File: src/hw/rtl/gfle_pkg.sv
// Shared types, constants and field arithmetic for the GF(2^m) log/antilog engine.
`timescale 1ns / 1ps

package gfle_pkg;

  // Field sizing
  localparam int MaxDegree  = 8;
  localparam int ElemW      = 8;
  localparam int PolyW      = ElemW + 1;
  localparam int DegW       = 4;
  localparam int TableDepth = 256;
  localparam int AddrW      = $clog2(TableDepth);
  localparam int StatusW    = 3;
  localparam int CmdW       = 2;
  localparam int CfgIdxW    = 1;

  // Reset values of the configuration registers
  localparam logic [PolyW-1:0] PolyReset = PolyW'(285);
  localparam logic [ElemW-1:0] GenReset  = ElemW'(2);

  typedef enum logic [CmdW-1:0] {
    CMD_BUILD     = 2'd0,
    CMD_MUL       = 2'd1,
    CMD_READ_LOG  = 2'd2,
    CMD_READ_ALOG = 2'd3
  } cmd_e;

  typedef enum logic [StatusW-1:0] {
    STAT_OK            = 3'd0,
    STAT_BAD_DEGREE    = 3'd1,
    STAT_GEN_OUTSIDE   = 3'd2,
    STAT_NOT_PRIMITIVE = 3'd3,
    STAT_OPERAND_RANGE = 3'd4,
    STAT_NOT_READY     = 3'd5
  } status_e;

  typedef enum logic [CfgIdxW-1:0] {
    CFG_POLY = 1'b0,
    CFG_GEN  = 1'b1
  } cfg_idx_e;

  typedef struct packed {
    logic [CmdW-1:0]  cmd;
    logic [ElemW-1:0] operand_a;
    logic [ElemW-1:0] operand_b;
  } in_item_t;

  typedef struct packed {
    logic [ElemW-1:0]   value;
    logic [StatusW-1:0] status;
  } out_item_t;

  // Table access request from the controller to the table memories
  typedef struct packed {
    logic             log_we;
    logic [AddrW-1:0] log_waddr;
    logic [ElemW-1:0] log_wdata;
    logic             alog_we;
    logic [AddrW-1:0] alog_waddr;
    logic [ElemW-1:0] alog_wdata;
    logic             rd_en;
    logic [AddrW-1:0] rd_addr;
  } tbl_req_t;

  // Position of the highest set bit of the polynomial (the field degree m)
  function automatic logic [DegW-1:0] poly_degree(input logic [PolyW-1:0] poly);
    logic [DegW-1:0] d;
    d = '0;
    for (int k = 0; k < PolyW; k++) begin
      if (poly[k]) begin
        d = DegW'(k);
      end
    end
    return d;
  endfunction

  // Carry-less shift-and-add product of x and y, reduced by poly of degree deg
  function automatic logic [ElemW-1:0] gf_mul(input logic [ElemW-1:0] x,
                                              input logic [ElemW-1:0] y,
                                              input logic [PolyW-1:0] poly,
                                              input logic [DegW-1:0]  deg);
    logic [ElemW-1:0] acc;
    logic [ElemW-1:0] yy;
    logic [PolyW-1:0] sh;
    acc = '0;
    yy  = y;
    for (int k = 0; k < ElemW; k++) begin
      if (x[k]) begin
        acc = acc ^ yy;
      end
      sh = {yy, 1'b0};
      if (sh[deg]) begin
        sh = sh ^ poly;
      end
      yy = sh[ElemW-1:0];
    end
    return acc;
  endfunction

endpackage

File: src/hw/rtl/gfle_tables.sv
// Log and antilog table memories: one write port each, shared read address, registered read data.
`timescale 1ns / 1ps

module gfle_tables (
  input  logic                     clk_i,
  input  gfle_pkg::tbl_req_t       tbl_req_i,
  output logic [gfle_pkg::ElemW-1:0] log_rdata_o,
  output logic [gfle_pkg::ElemW-1:0] alog_rdata_o
);
  import gfle_pkg::*;

  logic [ElemW-1:0] log_mem  [TableDepth];
  logic [ElemW-1:0] alog_mem [TableDepth];
  logic [ElemW-1:0] log_rdata_q;
  logic [ElemW-1:0] alog_rdata_q;

  // log table: element -> exponent
  always_ff @(posedge clk_i) begin
    if (tbl_req_i.log_we) begin
      log_mem[tbl_req_i.log_waddr] <= tbl_req_i.log_wdata;
    end
    if (tbl_req_i.rd_en) begin
      log_rdata_q <= log_mem[tbl_req_i.rd_addr];
    end
  end

  // antilog table: exponent -> element
  always_ff @(posedge clk_i) begin
    if (tbl_req_i.alog_we) begin
      alog_mem[tbl_req_i.alog_waddr] <= tbl_req_i.alog_wdata;
    end
    if (tbl_req_i.rd_en) begin
      alog_rdata_q <= alog_mem[tbl_req_i.rd_addr];
    end
  end

  assign log_rdata_o  = log_rdata_q;
  assign alog_rdata_o = alog_rdata_q;

endmodule

File: config.mk
export PLATFORM = sky130hd
export DESIGN_NAME = gfle_tables
export DESIGN_NICKNAME = d
export VERILOG_FILES = /design/src/hw/rtl/gfle_pkg.sv /design/src/hw/rtl/gfle_tables.sv
export SDC_FILE = /design/constraint.sdc
export NUM_CORES = 2
export LEC_CHECK = 0
export ABC_CLOCK_PERIOD_IN_PS = 2900
export BUFFER_PORTS_ARGS = -buffer_cell sky130_fd_sc_hd__buf_4
export CAP_MARGIN = 25
export CORE_MARGIN = 8
export CORE_UTILIZATION = 63
export DETAILED_ROUTE_END_ITERATION = 10
export PLACE_DENSITY = 0.83
export SLEW_MARGIN = 10
export SYNTH_ARGS = -nofsm -noshare
export SYNTH_HDL_FRONTEND = slang
export SYNTH_SLANG_ARGS = --single-unit
export TNS_END_PERCENT = 5
File: constraint.sdc
create_clock -name clk_i -period 2.9 [get_ports clk_i]
set_input_delay 0.435 -clock clk_i [delete_from_list [all_inputs] [get_ports clk_i]]
set_output_delay 0.435 -clock clk_i [all_outputs]
set_load 0.03 [all_outputs]
==> results.cfg <==
[status]
status = finished, violations left
failed_checks = setup timing

[power_and_ir_drop]
cellPowerDensity_nw_per_um2 = 665.4
power_mw = 123.6
power.share.clock_pct = 41.1
power_frac_comb_pct = 5.8
p_sw_mw = 27.03
power.share.sequential_pct = 53.1
p_int_mw = 96.58
power.static_leakage_nw = 60.97
max-vdd-ir-drop_uv = 839.1
swShare_pct = 21.87

[synthesis]
synth.lib_cells_used.distinct = 59
asr_flop_ratio_synth_pct = 0
mappedNetlistArea_um2 = 160200
synthesis.instances = 7644
ys.warnings.count = 0
synth_area_per_cell_um2 = 20.96
synth_cell_count_leaders = edfxtp_1 (4112), mux4_2 (835), nor2_1 (539), mux2i_1 (475), clkbuf_1 (248)
synth_most_common_cell = edfxtp_1
post-synth-top-area-cell = edfxtp_1
synth-edff-count = 4112
synth-seq-cells = 4112
ys_seq_area_share_pct = 77.08
synth.area.top_cells = edfxtp_1 (77%), mux4_2 (12%), mux2i_1 (3.0%)
mapped_nets = 7688
dominantRegCellSynth = edfxtp_1
post-synth-top-area-fraction_pct = 77.08

[cts]
post_cts_setup_buffer_count = 0
cts_tree = done
cts_htree_levels = 5
tritoncts.num_buffers = 398
clkLatencyLatePin_ns = 1.01
cts_num_sinks = 4112
root_buffer = clkbuf_16
cts.path.max_buffers = 4
cts.reportedPaths.clkPinSlew_ns = 0.06

[critical_path]
worstPathMaxFanout = 43
stages_on_worst_setup_path = 11
timing.critical_path.mode_cell = buf_4
cp-start-kind = input port
worst-setup-path-type = input port to flip-flop
worst_ep_arrival_time_ns = 3.79
timing.critical_path.max_delay_family = compound AO/OA/AOI/OAI gates
slowest_delay_ns = 0.87
worstRegToRegCells = 7
worstPathRequired_ns = 3.66
critical_path.cell_chain = buf_8 > buf_4 > nand2b_4 > buf_4 > buf_12 > buf_4 > o221ai_1 > o22ai_1 > o311a_1 > a31oi_1 > nor4b_1
critPathBufInv = 5
crit_slowest_cell = a31oi_1
end_kind = flip-flop

[die]
placementRows = 185
chipHeight_um = 520.2
core_area_um2 = 253500
start_util_pct = 63.20
floorplan.die.width_um = 520.2
die_area_um2 = 270700
io-pin-count = 60

[timing]
setup_viol_count_final = 2
hold_ws_ns = 0.06142
rsz_0062_raised_after_global_routing = no
slew_headroom_pct = 23.93
worst_slew_pin_slew_ns = 1.136
period_share_pct = 104.8
slew_violations = 0
timing.final.hold_violations = 0
finClkSkew_ns = 0.05086
period_minus_slack_ns = 3.038
post-route-worst-setup-slack_ns = -0.1379
maximum_operating_frequency_ghz = 0.3292

[global_routing]
grt_busiest_layer = met2
grt_start_max_net_pins = 97
grt_util_met2_pct = 55.49
grt_pass1_wl_um = 672400
grt_use_met3_pct = 8.646
grt_remaining_overflow = 0
grt_antenna_before_repair = 34
track_usage_pct = 34.56
grtUsageMet1_pct = 42.06
grt_pass1_vias = 93380

[drt]
detail_route.wirelength_um = 474900
remaining_antenna_violation_count_after_routing = 0
routed_wire_length_per_instance_um = 37.69
drt-initial-drc-count = 16450
vias_per_cell = 7.287
route.detailed.drc = 0
drt_pass1_iterations = 9
detailroute.via_count = 91810

[final_layout]
n_fill_cell = 12480
areaGrowthSynthToFinish_pct = 15.97
nNetsFinal = 8948
post_route_cells_drive_above_1_share_pct = 30.12

[placement]
dp_worst_setup_slack_ns = -0.7963
final_weighted_congestion_in_routability_driven_placement = 0.9498
detailed_place_hpwl_um = 280000
port-buffer-count = 59

[hold_path]
hold_path.class = input port to flip-flop
worst_hold_path.num_cells = 1

[job]
max_cap_violations = 0
[area by class of cell]
cell class	instances	area [um2]	share of cell area [%]
clock inverters	244	2137	1.150
well taps	3366	4212	2.267
diodes	22	55.05	0.02964
clock buffers	462	10260	5.525
inverters	5	28.78	0.01549
multi-input cells	3051	33780	18.18
flip-flops and latches	4112	123500	66.47
repair buffers	1336	11810	6.359
[worst register-to-register path: stages (launching register included)]
cell and delay [ns]:
edfxtp_1 0.41, mux4_2 0.50, a22o_1 0.26, a221oi_1 0.41, o21ai_0 0.40, nor4_1 0.42, buf_4 0.23, nor4_1 0.06
[final timing paths]
kind	from	to	slack, ns
setup reg to reg	alog_mem[30][7]	alog_rdata_o[7]	-0.07
hold / removal	tbl_req_i[29]	log_mem[132][3]	0.06
setup / recovery	tbl_req_i[1]	log_rdata_o[6]	-0.14
hold reg to reg	log_mem[219][4]	log_rdata_o[4]	1.17
[metal layers]
| layer | vias up | wire length (um) |
|---|---|---|
| met3 | 2295 | 65940 |
| met2 | 9317 | 224100 |
| li1 | 34680 | - |
| met1 | 45490 | 142700 |
| met5 | - | 164 |
| met4 | 26 | 41930 |
[cells in the final DEF, fill, tap and decap left out, types with 50 or more instances in the layout]
master / count
clkinv_2: 84
a22oi_1: 90
nor3_1: 70
buf_12: 130
mux2i_1: 475
clkbuf_16: 401
nand2_1: 95
a21oi_1: 114
nor2_1: 537
o221ai_1: 140
mux4_2: 835
clkinv_1: 93
o21ai_0: 51
nor4_1: 50
clkbuf_1: 61
edfxtp_1: 4112
buf_4: 1177
o22ai_1: 167
[logic make-up (layout without fill, tap and decap cells)]
logic type / Yosys count / count (layout) / share of synthesized area, %
other: 0 / 22 / 0
flip-flops: 4112 / 4112 / 77.08
AO/OA/AOI/OAI: 802 / 802 / 3.659
AND/OR/NAND/NOR: 922 / 922 / 2.550
buffers and inverters: 481 / 2047 / 1.879
multiplexers: 1327 / 1327 / 14.83
[through the flow]
stage                     setup TNS [ns]  cell area (um2)  std cells  utilization [%]
final                            -0.2064           185800      12600            73.29
after global routing                   0           185700      12590            73.28
after CTS                              0           185700      12580            73.27
after detailed placement          -8.554           173200      11860            68.34
after global placement            -7.649           173200      11860            68.34
after floorplan                        0           160200       7644                -
[state kept, by name (all words and copies together), names as in the netlist]
register / cells
alog_mem: 2048
log_mem: 2048
alog_rdata_o: 8
log_rdata_o: 8
[power groups by stage]
stage	registers, mW	logic (mW)	clock network [mW]
2_1_floorplan	66.9	3.25	0
4_1_cts	65.7	6.88	50.7
3_3_place_gp	66.9	6.40	0
6_report	65.6	7.12	50.8
3_5_place_dp	66.9	6.65	0
5_1_grt	65.6	7.17	52.8
[what timing repair did]
| item | 4_1_cts | 5_1_grt |
|---|---|---|
| hold buffers | 9 | 0 |
| endpoints found under the hold margin | 247 | 0 |
| endpoints found under the setup margin | 0 | 2 |
| resized for setup | 0 | 2 |
(Power assumes the default switching activity.)
