<file path="config.mk">
export PLATFORM = sky130hd
export DESIGN_NAME = gfle_ctrl
export DESIGN_NICKNAME = d
export VERILOG_FILES = /design/src/hw/rtl/gfle_pkg.sv /design/src/hw/rtl/gfle_ctrl.sv
export SDC_FILE = /design/constraint.sdc
export NUM_CORES = 1
export LEC_CHECK = 0
export BUFFER_PORTS_ARGS = -buffer_cell sky130_fd_sc_hd__buf_2
export CAP_MARGIN = 5
export CORE_AREA = 10 10 165 167
export CTS_CLUSTER_DIAMETER = 200
export DETAILED_ROUTE_END_ITERATION = 10
export DIE_AREA = 0 0 175 177
export HOLD_SLACK_MARGIN = 0.06
export PLACE_DENSITY_LB_ADDON = 0.08
export SLEW_MARGIN = 20
export SYNTH_ARGS = -nofsm -noshare
export SYNTH_HDL_FRONTEND = slang
export SYNTH_SLANG_ARGS = --single-unit
</file>
<file path="constraint.sdc">
create_clock -name clk_i -period 9.71 [get_ports clk_i]
set_input_delay 0.4855 -clock clk_i [delete_from_list [all_inputs] [get_ports clk_i]]
set_output_delay 0.4855 -clock clk_i [all_outputs]
set_load 0.05 [all_outputs]
</file>
<file path="src/hw/rtl/gfle_pkg.sv">
// Shared types, constants and field arithmetic for the GF(2^m) log/antilog engine.
`timescale 1ns / 1ps

package gfle_pkg;

  // Field sizing
  localparam int MaxDegree  = 8;
  localparam int ElemW      = 8;
  localparam int PolyW      = ElemW + 1;
  localparam int DegW       = 4;
  localparam int TableDepth = 256;
  localparam int AddrW      = $clog2(TableDepth);
  localparam int StatusW    = 3;
  localparam int CmdW       = 2;
  localparam int CfgIdxW    = 1;

  // Reset values of the configuration registers
  localparam logic [PolyW-1:0] PolyReset = PolyW'(285);
  localparam logic [ElemW-1:0] GenReset  = ElemW'(2);

  typedef enum logic [CmdW-1:0] {
    CMD_BUILD     = 2'd0,
    CMD_MUL       = 2'd1,
    CMD_READ_LOG  = 2'd2,
    CMD_READ_ALOG = 2'd3
  } cmd_e;

  typedef enum logic [StatusW-1:0] {
    STAT_OK            = 3'd0,
    STAT_BAD_DEGREE    = 3'd1,
    STAT_GEN_OUTSIDE   = 3'd2,
    STAT_NOT_PRIMITIVE = 3'd3,
    STAT_OPERAND_RANGE = 3'd4,
    STAT_NOT_READY     = 3'd5
  } status_e;

  typedef enum logic [CfgIdxW-1:0] {
    CFG_POLY = 1'b0,
    CFG_GEN  = 1'b1
  } cfg_idx_e;

  typedef struct packed {
    logic [CmdW-1:0]  cmd;
    logic [ElemW-1:0] operand_a;
    logic [ElemW-1:0] operand_b;
  } in_item_t;

  typedef struct packed {
    logic [ElemW-1:0]   value;
    logic [StatusW-1:0] status;
  } out_item_t;

  // Table access request from the controller to the table memories
  typedef struct packed {
    logic             log_we;
    logic [AddrW-1:0] log_waddr;
    logic [ElemW-1:0] log_wdata;
    logic             alog_we;
    logic [AddrW-1:0] alog_waddr;
    logic [ElemW-1:0] alog_wdata;
    logic             rd_en;
    logic [AddrW-1:0] rd_addr;
  } tbl_req_t;

  // Position of the highest set bit of the polynomial (the field degree m)
  function automatic logic [DegW-1:0] poly_degree(input logic [PolyW-1:0] poly);
    logic [DegW-1:0] d;
    d = '0;
    for (int k = 0; k < PolyW; k++) begin
      if (poly[k]) begin
        d = DegW'(k);
      end
    end
    return d;
  endfunction

  // Carry-less shift-and-add product of x and y, reduced by poly of degree deg
  function automatic logic [ElemW-1:0] gf_mul(input logic [ElemW-1:0] x,
                                              input logic [ElemW-1:0] y,
                                              input logic [PolyW-1:0] poly,
                                              input logic [DegW-1:0]  deg);
    logic [ElemW-1:0] acc;
    logic [ElemW-1:0] yy;
    logic [PolyW-1:0] sh;
    acc = '0;
    yy  = y;
    for (int k = 0; k < ElemW; k++) begin
      if (x[k]) begin
        acc = acc ^ yy;
      end
      sh = {yy, 1'b0};
      if (sh[deg]) begin
        sh = sh ^ poly;
      end
      yy = sh[ElemW-1:0];
    end
    return acc;
  endfunction

endpackage

</file>
<file path="src/hw/rtl/gfle_ctrl.sv">
// Command sequencer: config registers, range checks, multiply, table walk, output register.
`timescale 1ns / 1ps

module gfle_ctrl (
  input  logic                         clk_i,
  input  logic                         rst_ni,
  input  logic                         cfg_we_i,
  input  logic [gfle_pkg::CfgIdxW-1:0] cfg_index_i,
  input  logic [gfle_pkg::PolyW-1:0]   cfg_wdata_i,
  input  logic                         in_valid_i,
  output logic                         in_stall_o,
  input  gfle_pkg::in_item_t           in_item_i,
  output logic                         out_valid_o,
  input  logic                         out_stall_i,
  output gfle_pkg::out_item_t          out_item_o,
  output gfle_pkg::tbl_req_t           tbl_req_o,
  input  logic [gfle_pkg::ElemW-1:0]   log_rdata_i,
  input  logic [gfle_pkg::ElemW-1:0]   alog_rdata_i
);
  import gfle_pkg::*;

  typedef enum logic [3:0] {
    S_IDLE = 4'b0001,
    S_READ = 4'b0010,
    S_ZERO = 4'b0100,
    S_WALK = 4'b1000
  } state_e;

  state_e           state_q, state_d;
  logic [PolyW-1:0] poly_q, poly_d;
  logic [ElemW-1:0] gen_q, gen_d;
  logic [DegW-1:0]  field_degree_q, field_degree_d;
  logic             ready_q, ready_d;
  logic [DegW-1:0]  m_q, m_d;
  logic [ElemW-1:0] order_q, order_d;
  logic [ElemW-1:0] x_q, x_d;
  logic [ElemW-1:0] i_q, i_d;
  logic [CmdW-1:0]  cmd_q, cmd_d;
  logic             out_valid_q, out_valid_d;
  out_item_t        out_item_q, out_item_d;

  logic             in_fire;
  logic             out_load;
  logic [DegW-1:0]  pdeg;
  logic [PolyW-1:0] alog_limit;
  logic [ElemW-1:0] x_next;
  logic [ElemW-1:0] i_inc;
  logic [ElemW-1:0] mul_res;

  assign in_stall_o = (state_q != S_IDLE) || (out_valid_q && out_stall_i);
  assign in_fire    = in_valid_i && !in_stall_o;

  // Datapath helpers
  assign pdeg       = poly_degree(poly_q);
  assign alog_limit = (PolyW'(1) << field_degree_q) - PolyW'(1);
  assign x_next     = gf_mul(x_q, gen_q, poly_q, m_q);
  assign i_inc      = i_q + ElemW'(1);
  assign mul_res    = gf_mul(in_item_i.operand_a, in_item_i.operand_b, poly_q, field_degree_q);

  // Sequencer
  always_comb begin
    state_d        = state_q;
    poly_d         = poly_q;
    gen_d          = gen_q;
    field_degree_d = field_degree_q;
    ready_d        = ready_q;
    m_d            = m_q;
    order_d        = order_q;
    x_d            = x_q;
    i_d            = i_q;
    cmd_d          = cmd_q;
    out_load       = 1'b0;
    out_item_d     = out_item_q;
    tbl_req_o      = '0;

    case (state_q)
      S_IDLE: begin
        if (in_fire) begin
          cmd_d             = in_item_i.cmd;
          out_item_d.value  = '0;
          out_item_d.status = STAT_OK;
          if (in_item_i.cmd == CMD_BUILD) begin
            ready_d = 1'b0;
            if (poly_q[PolyW-1:1] == '0 || pdeg > DegW'(MaxDegree)) begin
              out_load          = 1'b1;
              out_item_d.status = STAT_BAD_DEGREE;
            end else if ((gen_q >> pdeg) != '0) begin
              out_load          = 1'b1;
              out_item_d.status = STAT_GEN_OUTSIDE;
            end else begin
              m_d     = pdeg;
              order_d = ElemW'((PolyW'(1) << pdeg) - PolyW'(1));
              x_d     = ElemW'(1);
              i_d     = '0;
              state_d = S_ZERO;
            end
          end else if (!ready_q || field_degree_q == '0 ||
                       field_degree_q > DegW'(MaxDegree)) begin
            out_load          = 1'b1;
            out_item_d.status = STAT_NOT_READY;
          end else if (in_item_i.cmd == CMD_MUL) begin
            out_load = 1'b1;
            if ((in_item_i.operand_a >> field_degree_q) != '0 ||
                (in_item_i.operand_b >> field_degree_q) != '0) begin
              out_item_d.status = STAT_OPERAND_RANGE;
            end else begin
              out_item_d.value = mul_res;
            end
          end else if (in_item_i.cmd == CMD_READ_LOG) begin
            if ((in_item_i.operand_a >> field_degree_q) != '0) begin
              out_load          = 1'b1;
              out_item_d.status = STAT_OPERAND_RANGE;
            end else begin
              tbl_req_o.rd_en   = 1'b1;
              tbl_req_o.rd_addr = in_item_i.operand_a;
              state_d           = S_READ;
            end
          end else begin
            if ({1'b0, in_item_i.operand_a} >= alog_limit) begin
              out_load          = 1'b1;
              out_item_d.status = STAT_OPERAND_RANGE;
            end else begin
              tbl_req_o.rd_en   = 1'b1;
              tbl_req_o.rd_addr = in_item_i.operand_a;
              state_d           = S_READ;
            end
          end
        end
      end
      S_READ: begin
        out_load          = 1'b1;
        out_item_d.status = STAT_OK;
        out_item_d.value  = (cmd_q == CMD_READ_LOG) ? log_rdata_i : alog_rdata_i;
        state_d           = S_IDLE;
      end
      S_ZERO: begin
        // log of zero is defined as zero
        tbl_req_o.log_we    = 1'b1;
        tbl_req_o.log_waddr = '0;
        tbl_req_o.log_wdata = '0;
        state_d             = S_WALK;
      end
      S_WALK: begin
        // one power of the generator per cycle
        tbl_req_o.alog_we    = 1'b1;
        tbl_req_o.alog_waddr = i_q;
        tbl_req_o.alog_wdata = x_q;
        tbl_req_o.log_we     = 1'b1;
        tbl_req_o.log_waddr  = x_q;
        tbl_req_o.log_wdata  = i_q;
        x_d                  = x_next;
        i_d                  = i_inc;
        if (x_next == ElemW'(1) || i_inc == order_q) begin
          out_load = 1'b1;
          state_d  = S_IDLE;
          if (x_next == ElemW'(1) && i_inc == order_q) begin
            out_item_d.status = STAT_OK;
            out_item_d.value  = ElemW'(m_q);
            field_degree_d    = m_q;
            ready_d           = 1'b1;
          end else begin
            out_item_d.status = STAT_NOT_PRIMITIVE;
            out_item_d.value  = '0;
          end
        end
      end
      default: begin
        state_d = S_IDLE;
      end
    endcase

    // Config writes drop the ready flag
    if (cfg_we_i) begin
      ready_d = 1'b0;
      case (cfg_index_i)
        CFG_POLY: poly_d = cfg_wdata_i;
        CFG_GEN:  gen_d  = cfg_wdata_i[ElemW-1:0];
        default:  ;
      endcase
    end
  end

  // Output register frees when taken; loads only when free or being freed
  assign out_valid_d = out_load || (out_valid_q && out_stall_i);

  always_ff @(posedge clk_i or negedge rst_ni) begin
    if (!rst_ni) begin
      state_q        <= S_IDLE;
      poly_q         <= PolyReset;
      gen_q          <= GenReset;
      field_degree_q <= '0;
      ready_q        <= 1'b0;
      out_valid_q    <= 1'b0;
    end else begin
      state_q        <= state_d;
      poly_q         <= poly_d;
      gen_q          <= gen_d;
      field_degree_q <= field_degree_d;
      ready_q        <= ready_d;
      out_valid_q    <= out_valid_d;
    end
  end

  // Payload and walk registers
  always_ff @(posedge clk_i) begin
    m_q        <= m_d;
    order_q    <= order_d;
    x_q        <= x_d;
    i_q        <= i_d;
    cmd_q      <= cmd_d;
    out_item_q <= out_item_d;
  end

  assign out_valid_o = out_valid_q;
  assign out_item_o  = out_item_q;

endmodule

</file>
==> metrics.log, run 1 <==
INFO  metric post_route_setup_tns = 0 ns
INFO  metric buffers_added_on_ports = around 100
INFO  metric dieArea = 0.0310 mm²
INFO  metric remaining_drc_errors = 0
INFO  metric final_max_slew_viol_count = 0
INFO  metric unrepaired_setup_endpoints_after_global_routing = no
INFO  metric post-route-period-util = 0.952
INFO  metric postSynthAreaPerCell = 7.38 µm²
INFO  metric yosys_warnings = 0
INFO  metric grt_first_pass_wirelength = 74.3 mm
INFO  metric netlist.area_leader.share = 0.105
INFO  metric cts-root-buf = sky130_fd_sc_hd__clkbuf_16
INFO  metric filler_cell_count = 2362
INFO  metric ff2ff_path_depth = 26
INFO  metric critical_path_required = just under 10 ns
INFO  metric yosys.cell_count.top_type = sky130_fd_sc_hd__nand2_1
INFO  metric p_per_area = 132 mW/mm²
INFO  metric tritoncts.num_buffers = 9
INFO  metric starting_utilization_of_the_core_area = 0.492
INFO  metric setup_viol = 0
INFO  metric synth_top_cells_by_count = sky130_fd_sc_hd__nand2_1, sky130_fd_sc_hd__xnor2_1, sky130_fd_sc_hd__nor2_1
INFO  metric seq_area_frac_synth = 0.163
INFO  metric yosys_register_bits = 68
INFO  metric cell_area_after_technology_mapping = 0.0118 mm²
INFO  metric cts_max_level = 3
INFO  metric fin_crit = 9.24 ns
INFO  metric critical_path.startpoint_type = flip-flop
INFO  metric place.detailed.hpwl = between 30 and 40 mm
INFO  metric synth_top_cells_by_area = sky130_fd_sc_hd__xnor2_1, sky130_fd_sc_hd__edfxtp_1, sky130_fd_sc_hd__nand2_1, sky130_fd_sc_hd__dfrtp_1, sky130_fd_sc_hd__nor2_1
INFO  metric routed-via-count = 13.2k
INFO  metric floorplan.io_pins = 105
INFO  metric critical_path_peak_fanout = 16
INFO  metric cts_hold_buffers = 0
INFO  metric worst_skew_pair.late_latency = 0.34 ns
INFO  metric synth_nets = 1655
INFO  metric die-width = 175 µm
INFO  metric drive_above_1_share = 0.191
INFO  metric power.total = approximately 1.7 mW
INFO  metric total_gr_overflow = 0
INFO  metric gr-usage-all-layers = 0.303
INFO  metric worst_slew_pin_slew = 0.933 ns
INFO  metric grt_pass1_vias = 12.4k
INFO  metric worst_r2r_endpoint = out_item_o[4]
INFO  metric clock_path_buffers = 2
INFO  metric maxCapViolations = 0
INFO  metric routed_wirelength = 48.9 mm
INFO  metric worst_setup_path_end_kind = flip-flop
INFO  metric number_of_enable_type_register_cells_in_the_synthesized_netlist = slightly above 40
INFO  metric placeableCoreArea = between 0.02 and 0.025 mm²
INFO  metric die_height = 177 µm
INFO  metric pin_count_of_the_biggest_net_entering_global_routing = 32
INFO  metric layout.cells.non_filler = 1998
INFO  metric drt_first_iter_violations = ~1.8k
INFO  metric ff_latch_area = 0.00192 mm²
INFO  metric leakagePower = ~4.8 nW
INFO  metric run_status = complete, no violations
INFO  metric crit_arrival = between 9 and 10 ns
INFO  metric clkTransAtPathRegs = 0.07 ns
INFO  metric final_net_count = 1729
INFO  metric synthToLayoutAreaGrowth = 11.1%
INFO  metric min-delay-path-class = input pin to async pin
INFO  metric antenna_violation_net_count_after_detailed_routing = 0
INFO  metric antennaDiodeCount = 0
INFO  metric clock_tree_from_tritoncts = built
INFO  metric synthDistinctLibCells = 115
INFO  metric synth_cells = 1595
INFO  metric synthFlopType = sky130_fd_sc_hd__edfxtp_1
INFO  metric fin_worst_skew = 0.0113 ns
INFO  metric worstSetupPathType = flip-flop to flip-flop
INFO  metric finalHoldViolations = 0
INFO  metric ir_worst_vdd = 74.2 µV
INFO  metric routabilityCongestion = 1.03
INFO  metric detail_route.vias_per_cell = between 6 and 7
INFO  metric timing.fmax = 108 MHz
INFO  metric post-synth-top-area-cell = sky130_fd_sc_hd__xnor2_1
INFO  metric rows = 57
INFO  metric multi_input_area = between 0.009 and 0.01 mm²
INFO  metric cp-endpoint = out_item_o[4]
INFO  metric max_slew_margin_vs_limit = 0.373
INFO  metric numClockSinks = roughly 70
INFO  metric grt_antenna_before_repair = 0
INFO  metric drt_first_pass_iters = 6
INFO  metric whs = 0.192 ns
INFO  metric worstSetupStartpoint = m_q[2]
INFO  metric regToRegSetupSlack = 0.47 ns
INFO  metric timing.rr.start = m_q[2]
INFO  metric synthArstFlopShare = 0.397
INFO  metric placedCellCount = 1977
INFO  metric routedWlPerCell = 24.5 µm
[critical path, stage by stage (launching register included)]
cell                        delay (ns)
sky130_fd_sc_hd__edfxtp_1         0.77
sky130_fd_sc_hd__nand2b_1         0.31
sky130_fd_sc_hd__o21a_2           0.27
sky130_fd_sc_hd__a31oi_1          0.16
sky130_fd_sc_hd__o32a_1           0.45
sky130_fd_sc_hd__a21oi_1          0.54
sky130_fd_sc_hd__a21oi_4          0.13
sky130_fd_sc_hd__mux2i_1          0.19
sky130_fd_sc_hd__or4_4            0.56
sky130_fd_sc_hd__mux2_4           0.34
sky130_fd_sc_hd__o41ai_4          0.46
sky130_fd_sc_hd__o32a_2           0.23
sky130_fd_sc_hd__xnor2_1          0.20
sky130_fd_sc_hd__a211o_1          0.41
sky130_fd_sc_hd__o21ai_2          0.43
sky130_fd_sc_hd__a2111oi_0        0.22
sky130_fd_sc_hd__or2_2            0.42
sky130_fd_sc_hd__o31ai_2          0.32
sky130_fd_sc_hd__mux2i_1          0.32
sky130_fd_sc_hd__o31ai_2          0.09
sky130_fd_sc_hd__buf_4            0.19
sky130_fd_sc_hd__nor4_1           0.37
sky130_fd_sc_hd__mux2i_1          0.31
sky130_fd_sc_hd__nand4_2          0.16
sky130_fd_sc_hd__nor4_4           0.38
sky130_fd_sc_hd__o21ai_0          0.19
sky130_fd_sc_hd__nand3_1          0.43
[kinds of logic after synthesis]
kind of cell / count (synthesis) / share of synthesized area
fa+ha+maj: 11 / 0.0117
compound gates: 429 / 0.272
simple gates: 661 / 0.281
xor+xnor: 193 / 0.148
buf+inv: 169 / 0.0650
flops: 68 / 0.163
mux: 64 / 0.0601
[metal layers]
metal,track usage,part of all wire,wire length [µm],vias to the layer above
met5,0,0,0,-
met4,0.0890,0.031,1510,0
met3,0.0742,0.11,5510,118
met2,0.457,0.43,20900,777
met1,0.420,0.43,20900,6275
li1,-,-,-,6070
[sequential cells by signal, indices dropped and copies added, names as in the netlist]
signal	count
state_q	4
field_degree_q	4
ready_q	1
m_q	4
gen_q	8
cmd_q	2
i_q	8
x_q	8
out_item_o	11
poly_q	9
order_q	8
out_valid_o	1
[where the power goes]
group,switching (mW),internal (mW),leakage (nW)
registers,0.0352,0.331,0.704
clock network,0.149,0.203,0.147
logic,0.640,0.372,3.95
[how the worst min path moves through the flow]
stage                        from           endpoint  slack (ns)  cells after the start
after CTS                  rst_ni           gen_q[2]        0.21                      1
after global placement    ready_q            ready_q        0.53                      2
after floorplan            rst_ni  field_degree_q[0]        0.19                      0
after global routing       rst_ni           gen_q[7]        0.23                      1
after detailed placement  ready_q            ready_q        0.53                      2
final                      rst_ni           gen_q[6]        0.19                      1
[layout make-up]
type | instances | share of cell area
Multi-Input combinational cell | 1358 | 0.697
Sequential cell | 68 | 0.146
Timing Repair Buffer | 194 | 0.0914
Tap cell | 324 | 0.0310
Clock buffer | 9 | 0.0172
Inverter | 38 | 0.0109
Clock inverter | 7 | 0.00622
[cells in the final DEF (no fill, tap or decap), types with 18 or more instances in the layout]
cell / Yosys / final
sky130_fd_sc_hd__xor2_1: 48 / 48
sky130_fd_sc_hd__o21ai_0: 73 / 73
sky130_fd_sc_hd__nor4_1: 19 / 19
sky130_fd_sc_hd__mux2i_1: 37 / 37
sky130_fd_sc_hd__nor2_1: 128 / 128
sky130_fd_sc_hd__nor3_1: 44 / 43
sky130_fd_sc_hd__a211oi_1: 21 / 20
sky130_fd_sc_hd__a21oi_1: 72 / 72
sky130_fd_sc_hd__xnor2_1: 141 / 141
sky130_fd_sc_hd__a31oi_1: 24 / 24
sky130_fd_sc_hd__nand3_1: 44 / 44
sky130_fd_sc_hd__and3_1: 21 / 21
sky130_fd_sc_hd__mux2_2: 21 / 21
sky130_fd_sc_hd__and2_1: 31 / 31
sky130_fd_sc_hd__nand4_1: 33 / 33
sky130_fd_sc_hd__buf_2: 18 / 104
sky130_fd_sc_hd__o211ai_1: 28 / 28
sky130_fd_sc_hd__dfrtp_1: 20 / 20
sky130_fd_sc_hd__inv_1: 30 / 30
sky130_fd_sc_hd__edfxtp_1: 41 / 41
sky130_fd_sc_hd__buf_4: 19 / 90
sky130_fd_sc_hd__nand2_1: 222 / 222
sky130_fd_sc_hd__nand2b_1: 18 / 18
sky130_fd_sc_hd__or2_2: 18 / 18
[timing repair]
item,4_1_cts,5_1_grt
hold endpoints to repair,0,0
buffers inserted,0,5
resized for setup,0,2
endpoints found under the setup margin,0,16
[metrics by stage]
step           cell area, µm²  utilization  worst slack [ns]
2_1_floorplan           11800            -              1.82
3_3_place_gp            12700        0.531             0.745
3_5_place_dp            12700        0.531             0.534
4_1_cts                 13000        0.544             0.500
5_1_grt                 13100        0.546            0.0383
6_report                13100        0.546             0.466
No activity file was read; power rests on OpenSTA's default activity.
==> inputs of run 2 (changes only) <==
- RECOVER_POWER: default -> 100
==> run 2 against run 1 <==
Compared with the run above: sequential cell count stayed put; critical path type unchanged; the run now ends with max-capacitance violations, max-slew violations left; count of clock-buffer cells in the layout stayed put; via count hardly changed; total power is 0.34% lower; combinational power hardly changed.
==> metrics.log, run 2 (same netlist as run 1, synthesis figures left out) <==
INFO  metric layout.cell_area.non_filler = 0.0130 mm² (-0.76%)
INFO  metric mostFrequentLayoutCells = sky130_fd_sc_hd__nand2_1, sky130_fd_sc_hd__xnor2_1, sky130_fd_sc_hd__nor2_1, sky130_fd_sc_hd__buf_4, sky130_fd_sc_hd__o21ai_0
INFO  metric remaining_drc_errors = 0 (unchanged)
INFO  metric cts-root-buf = sky130_fd_sc_hd__clkbuf_16
INFO  metric run_status = complete, but fails checks
INFO  metric routed-via-count = 13.2k (-0.045%)
INFO  metric fin_crit = 9.26 ns (+0.0158 ns)
INFO  metric p_per_area = 133 mW/mm² (+0.43%)
INFO  metric buffers_added_on_ports = 104 (unchanged)
INFO  metric largest_register_ff_count = 11 (unchanged)
INFO  metric fin_worst_skew = 0.0101 ns (-0.00122 ns)
INFO  metric proportion_of_power_drawn_by_combinational_gates = 0.584 (about the same)
INFO  metric critical_path.startpoint_type = flip-flop
INFO  metric worst_skew_pair.late_latency = 0.34 ns (about the same)
INFO  metric worstSetupStartpoint = m_q[2]
INFO  metric starting_utilization_of_the_core_area = 0.492 (unchanged)
INFO  metric timing.fmax = 108 MHz (-0.17%)
INFO  metric finalHoldViolations = 0 (unchanged)
INFO  metric die_height = 177 µm (unchanged)
INFO  metric setup_viol = 0 (unchanged)
INFO  metric p_int = 901 µW (-0.49%)
INFO  metric grt_first_pass_wirelength = 74.3 mm (unchanged)
INFO  metric routedWlPerCell = 24.5 µm (+0.17%)
INFO  metric worstSetupPathType = flip-flop to flip-flop
INFO  metric min-delay-path-class = input pin to flip-flop
INFO  metric crit_arrival = 9.24 ns (about the same)
INFO  metric rows = 57 (unchanged)
INFO  metric synthToLayoutAreaGrowth = 10.2%
INFO  metric tritoncts.num_buffers = 9 (unchanged)
INFO  metric violated_checks = max-capacitance violations, max-slew violations
INFO  metric clock_tree_from_tritoncts = built
INFO  metric grt_antenna_before_repair = 0 (unchanged)
INFO  metric post_dp_cell_area = 0.0127 mm² (unchanged)
INFO  metric worst_setup_path_end_kind = flip-flop
INFO  metric die-width = 175 µm (unchanged)
INFO  metric drt_first_pass_iters = 6 (unchanged)
INFO  metric max_slew_margin_vs_limit = -0.197 (-0.569)
INFO  metric worstHoldPathCells = 3
INFO  metric gr-usage-all-layers = 0.303 (unchanged)
INFO  metric ff2ff_path_depth = 26 (unchanged)
INFO  metric power.switching = 822 µW (-0.17%)
INFO  metric floorplan.io_pins = 105 (unchanged)
INFO  metric post_route_setup_tns = 0 ns (unchanged)
INFO  metric final_max_slew_viol_count = 42 (+42)
INFO  metric clkTransAtPathRegs = 0.07 ns (about the same)
INFO  metric critical_path_required = 9.69 ns (about the same)
INFO  metric routabilityCongestion = 1.03 (unchanged)
INFO  metric detail_route.vias_per_cell = 6.62 (about the same)
INFO  metric antennaDiodeCount = 0 (unchanged)
INFO  metric share_clk_of_total_power = 0.204 (about the same)
INFO  metric numClockSinks = 68 (unchanged)
INFO  metric grt_pass1_vias = 12.4k (unchanged)
INFO  metric seq_power_share = 0.212 (about the same)
INFO  metric placedCellCount = 1977 (unchanged)
INFO  metric final_net_count = 1729 (unchanged)
INFO  metric whs = 0.363 ns (+0.171 ns)
INFO  metric pin_count_of_the_biggest_net_entering_global_routing = 32 (unchanged)
INFO  metric sw_frac_of_total = 0.477 (+0.000805)
INFO  metric unrepaired_setup_endpoints_after_global_routing = no
INFO  metric layout.cells.most_common = sky130_fd_sc_hd__nand2_1
INFO  metric routed_wirelength = 49.0 mm (+0.17%)
INFO  metric place.detailed.hpwl = 37.0 mm (unchanged)
INFO  metric worst_slew_pin_slew = 1.78 ns (+0.848 ns)
INFO  metric timing.rr.start = m_q[2]
INFO  metric total_gr_overflow = 0 (unchanged)
INFO  metric layout.cells.non_filler = 1998 (unchanged)
INFO  metric ir_worst_vdd = 73.6 µV (-0.84%)
INFO  metric drive_above_1_share = 0.154 (-0.0370)
INFO  metric placeableCoreArea = 0.0240 mm² (unchanged)
INFO  metric clock_path_buffers = 2 (unchanged)
INFO  metric dieArea = 0.0310 mm² (unchanged)
INFO  metric maxCapViolations = 2 (+2)
INFO  metric post-route-period-util = 0.954 (+0.00162)
INFO  metric critical_path_peak_fanout = 16 (unchanged)
INFO  metric drt_first_iter_violations = 1774 (-1.6%)
INFO  metric cts_max_level = 3 (unchanged)
INFO  metric antenna_violation_net_count_after_detailed_routing = 0 (unchanged)
INFO  metric leakagePower = 4.56 nW (-4.9%)
INFO  metric hp-start = cfg_wdata_i[3]
## run 2: changes by cell type in the layout (fill, tap and decap cells not counted), moves of 4 or more
cell,previous run,this run
sky130_fd_sc_hd__clkbuf_1,0,54
sky130_fd_sc_hd__buf_2,104,56
sky130_fd_sc_hd__and2_0,1,14
sky130_fd_sc_hd__and2_1,31,18
sky130_fd_sc_hd__buf_4,90,84
sky130_fd_sc_hd__dfstp_1,0,4
sky130_fd_sc_hd__dfstp_2,7,3
## run 2: power by group through the flow
stage / logic [mW] / clock network, mW / registers, mW
after floorplan: 0.704 / 0 / 0.357
after global placement: 0.973 / 0 / 0.371
after detailed placement: 0.975 / 0 / 0.371
after CTS: 0.980 / 0.354 / 0.365
after global routing: 1.07 / 0.367 / 0.366
final: 1.01 / 0.351 / 0.365
## run 2: path summary, 6_finish.rpt
| check | to | slack [ns] |
|---|---|---|
| worst min register to register | ready_q | 0.55 |
| worst max-delay path | out_item_o[4] | 0.45 |
| min in group asynchronous | gen_q[6] | 0.59 |
| worst min-delay path | poly_q[3] | 0.36 |
| max in group asynchronous | field_degree_q[1] | 8.12 |
| worst max register to register | out_item_o[4] | 0.45 |
## run 2: layout make-up
class,instances,area (µm²)
repair buffers,194,1110
inverters,38,143
clock inverters,7,81.3
well taps,324,405
flip-flops and latches,68,1920
fillers,2413,11000
clock buffers,9,225
multi-input cells,1358,9100
## run 2: stage by stage
step / setup WS, ns / util / power (mW)
floorplan: 1.82 / - / 1.06
global placement: 0.745 / 0.531 / 1.34
detailed placement: 0.534 / 0.531 / 1.35
CTS: 0.500 / 0.544 / 1.70
global route: 0.0386 / 0.542 / 1.81
finish: 0.450 / 0.542 / 1.72
## run 2: what timing repair did
item                                    4_1_cts  5_1_grt
gates resized for setup                       0        2
hold endpoints to repair                      0        0
setup buffers                                 0        5
hold buffers                                  0        0
endpoints found under the setup margin        0       16
## run 2: worst max-delay path, stage by stage, from the launching register on
cell and delay (ns):
sky130_fd_sc_hd__edfxtp_1 0.76, sky130_fd_sc_hd__nand2b_1 0.30, sky130_fd_sc_hd__o21a_2 0.27, sky130_fd_sc_hd__a31oi_1 0.17, sky130_fd_sc_hd__o32a_1 0.45, sky130_fd_sc_hd__a21oi_1 0.54, sky130_fd_sc_hd__a21oi_4 0.13, sky130_fd_sc_hd__mux2i_1 0.19
sky130_fd_sc_hd__or4_4 0.56, sky130_fd_sc_hd__mux2_4 0.34, sky130_fd_sc_hd__o41ai_4 0.47, sky130_fd_sc_hd__o32a_2 0.23, sky130_fd_sc_hd__xnor2_1 0.20, sky130_fd_sc_hd__a211o_1 0.42, sky130_fd_sc_hd__o21ai_2 0.44, sky130_fd_sc_hd__a2111oi_0 0.22
sky130_fd_sc_hd__or2_2 0.45, sky130_fd_sc_hd__o31ai_2 0.32, sky130_fd_sc_hd__mux2i_1 0.32, sky130_fd_sc_hd__o31ai_2 0.09, sky130_fd_sc_hd__buf_4 0.19, sky130_fd_sc_hd__nor4_1 0.36, sky130_fd_sc_hd__mux2i_1 0.31, sky130_fd_sc_hd__nand4_2 0.16
sky130_fd_sc_hd__nor4_4 0.38, sky130_fd_sc_hd__o21ai_0 0.19, sky130_fd_sc_hd__nand3_1 0.43
## run 2: layer usage
layer / GRT usage / vias up / wire (µm)
met2: 0.457 / 780 / 20900
met5: 0 / - / 0
met1: 0.420 / 6278 / 21400
li1: - / 6063 / -
met4: 0.0890 / 0 / 1400
met3: 0.0742 / 113 / 5180
==> inputs of run 3 (changes only) <==
- CORE_AREA: 10 10 165 167 -> 10 10 162 164
- DIE_AREA: 0 0 175 177 -> 0 0 172 174
==> run 3 against run 2 <==
Compared with the run above: the run still ends with max-capacitance violations, max-slew violations left; count of clock-buffer cells in the layout is the same; non-clock buffer count shrank 10; first-iteration DRC count shrank 5.2%; combinational power is essentially flat; sequential power grew 2%; register-to-register slack lost 0.20 ns.
==> metrics.log, run 3 (same netlist as run 1, synthesis figures left out) <==
INFO  metric worst_skew_pair.late_latency = 0.35 ns (about the same)
INFO  metric grt_pass1_vias = 12.3k (-0.23%)
INFO  metric die_height = 174 µm (-1.7%)
INFO  metric fin_worst_skew = 0.0108 ns (+0.000686 ns)
INFO  metric place.detailed.hpwl = 35.6 mm (-3.6%)
INFO  metric unrepaired_setup_endpoints_after_global_routing = no
INFO  metric globalRoute.busiestLayer = met2
INFO  metric drive_above_1_share = 0.148 (-0.00569)
INFO  metric post-route-period-util = 0.974 (+0.0203)
INFO  metric remaining_drc_errors = 0 (unchanged)
INFO  metric routedWlPerCell = 24.1 µm (-1.6%)
INFO  metric post_route_setup_tns = 0 ns (unchanged)
INFO  metric total_gr_overflow = 0 (unchanged)
INFO  metric pin_count_of_the_biggest_net_entering_global_routing = 32 (unchanged)
INFO  metric final_net_count = 1719 (-0.58%)
INFO  metric tritoncts.num_buffers = 9 (unchanged)
INFO  metric gr-usage-all-layers = 0.303 (about the same)
INFO  metric ir_worst_vdd = 114 µV (+54%)
INFO  metric max_slew_margin_vs_limit = -0.144 (+0.0527)
INFO  metric dieArea = 0.0299 mm² (-3.4%)
INFO  metric critical_path.startpoint_type = flip-flop
INFO  metric maxCapViolations = 2 (unchanged)
INFO  metric detail_route.vias_per_cell = 6.74 (+1.7%)
INFO  metric finalHoldViolations = 0 (unchanged)
INFO  metric die-width = 172 µm (-1.7%)
INFO  metric grt_use_met3 = 0.0698 (-0.00447)
INFO  metric grt_use_met1 = 0.430 (+0.00954)
INFO  metric clkTransAtPathRegs = 0.06 ns (about the same)
INFO  metric critical_path_peak_fanout = 26 (+10)
INFO  metric cts_hold_buffers = 0 (unchanged)
INFO  metric final_max_slew_viol_count = 42 (unchanged)
INFO  metric cts_max_level = 3 (unchanged)
INFO  metric largest_register_ff_count = 11 (unchanged)
INFO  metric placeableCoreArea = 0.0231 mm² (-3.5%)
INFO  metric grt_first_pass_wirelength = 72.1 mm (-3.0%)
INFO  metric drt_first_pass_iters = 6 (unchanged)
INFO  metric critical_path_required = 9.70 ns (about the same)
INFO  metric routabilityCongestion = 1.02 (-0.89%)
INFO  metric cts-root-buf = sky130_fd_sc_hd__clkbuf_16
INFO  metric leakagePower = 4.50 nW (-1.3%)
INFO  metric placedCellCount = 1934 (-2.2%)
INFO  metric run_status = complete, but fails checks
INFO  metric violated_checks = max-capacitance violations, max-slew violations
INFO  metric clock_path_buffers = 2 (unchanged)
INFO  metric drt_first_iter_violations = 1681 (-5.2%)
INFO  metric floorplan.io_pins = 105 (unchanged)
INFO  metric clock_tree_from_tritoncts = built
INFO  metric layout.cells.non_filler = 1954 (-2.2%)
INFO  metric fin_crit = 9.46 ns (+0.197 ns)
INFO  metric antenna_violation_net_count_after_detailed_routing = 0 (unchanged)
INFO  metric routed-via-count = 13.2k (-0.51%)
INFO  metric p_per_area = 133 mW/mm² (+0.13%)
INFO  metric grt_antenna_before_repair = 0 (unchanged)
INFO  metric routed_wirelength = 47.1 mm (-3.7%)
INFO  metric met2_routing_resource_usage_after_global_routing = 0.448 (-0.00920)
INFO  metric setup_viol = 0 (unchanged)
INFO  metric starting_utilization_of_the_core_area = 0.509 (+0.0179)
INFO  metric synthToLayoutAreaGrowth = 9.28%
INFO  metric antennaDiodeCount = 0 (unchanged)
INFO  metric crit_arrival = 9.45 ns (+0.21 ns)
INFO  metric min-delay-path-class = input pin to flip-flop
INFO  metric buffers_added_on_ports = 104 (unchanged)
INFO  metric layout.cells.most_common = sky130_fd_sc_hd__nand2_1
INFO  metric timing.fmax = 106 MHz (-2.1%)
INFO  metric regToRegSetupSlack = 0.25 ns (-0.20 ns)
INFO  metric worst_slew_pin_slew = 1.72 ns (-0.0654 ns)
INFO  metric numClockSinks = 68 (unchanged)
INFO  metric mostFrequentLayoutCells = sky130_fd_sc_hd__nand2_1, sky130_fd_sc_hd__xnor2_1, sky130_fd_sc_hd__nor2_1, sky130_fd_sc_hd__o21ai_0
INFO  metric worstSetupPathType = flip-flop to flip-flop
INFO  metric worst_setup_path_end_kind = flip-flop
INFO  metric rows = 56 (-1.8%)
## run 3: cell count changes in the layout (fill, tap and decap cells not counted), sizes merged
cell,change
buf,-11
clkinv,-2
clkbuf,+1
clkinvlp,+1
inv,+1
## run 3: area by class of cell
type / count / area, µm²
Multi-Input combinational cell: 1358 / 9100
Tap cell: 290 / 363
Sequential cell: 68 / 1920
Clock inverter: 7 / 82.6
Inverter: 38 / 143
Timing Repair Buffer: 184 / 1050
Clock buffer: 9 / 225
Fill cell: 2374 / 10200
## run 3: path summary, 6_finish.rpt
check                               start           endpoint  cells after the start
max                             poly_q[4]      out_item_o[9]                     24
min                        cfg_wdata_i[7]          poly_q[7]                      3
max reg2reg                     poly_q[4]      out_item_o[9]                     24
min reg2reg                       ready_q            ready_q                      2
max in group asynchronous          rst_ni           gen_q[0]                      1
min in group asynchronous          rst_ni  field_degree_q[0]                      1
## run 3: power by group
part | switching [mW] | total [mW] | internal [mW]
logic | 0.630 | 0.994 | 0.364
registers | 0.0411 | 0.371 | 0.330
clock network | 0.141 | 0.345 | 0.203
## run 3: repair_timing
item	in CTS	in global routing
buffers inserted	0	4
setup endpoints to repair	0	18
resized for setup	0	1
## run 3: worst max-delay path: stages, from the launching register on
cell                       delay, ns
sky130_fd_sc_hd__dfstp_1        1.44
sky130_fd_sc_hd__clkinv_1       0.60
sky130_fd_sc_hd__clkbuf_1       0.54
sky130_fd_sc_hd__a21oi_4        0.29
sky130_fd_sc_hd__mux2i_1        0.15
sky130_fd_sc_hd__or4_4          0.56
sky130_fd_sc_hd__mux2_4         0.33
sky130_fd_sc_hd__o41ai_4        0.46
sky130_fd_sc_hd__o32a_2         0.23
sky130_fd_sc_hd__xnor2_1        0.22
sky130_fd_sc_hd__a211o_1        0.42
sky130_fd_sc_hd__o21ai_2        0.40
sky130_fd_sc_hd__nand2_1        0.18
sky130_fd_sc_hd__a222oi_1       0.44
sky130_fd_sc_hd__buf_4          0.26
sky130_fd_sc_hd__o31ai_2        0.12
sky130_fd_sc_hd__nand4_1        0.14
sky130_fd_sc_hd__nand3_1        0.26
sky130_fd_sc_hd__clkbuf_1       0.27
sky130_fd_sc_hd__or4_1          0.55
sky130_fd_sc_hd__nand4_1        0.14
sky130_fd_sc_hd__nand4_1        0.18
sky130_fd_sc_hd__nor4_4         0.31
sky130_fd_sc_hd__o21ai_0        0.17
sky130_fd_sc_hd__nand3_1        0.41
## run 3: metrics by stage
stage                     hold WS, ns  setup slack (ns)  cell area, µm²  power, mW  utilization
after global placement          0.534             0.772           12600       1.33        0.546
after detailed placement        0.556             0.507           12600       1.34        0.546
after CTS                       0.209             0.478           12900       1.69        0.559
after floorplan                 0.190              1.82           11800       1.06            -
final                           0.366             0.253           12900       1.71        0.557
after global routing            0.391            0.0724           12900       1.80        0.557
## run 3: layer usage
| metal | up-vias | wire length, µm |
|---|---|---|
| met5 | - | 0 |
| met4 | 0 | 1120 |
| met1 | 6166 | 20200 |
| met2 | 858 | 20100 |
| li1 | 6029 | - |
| met3 | 114 | 5750 |
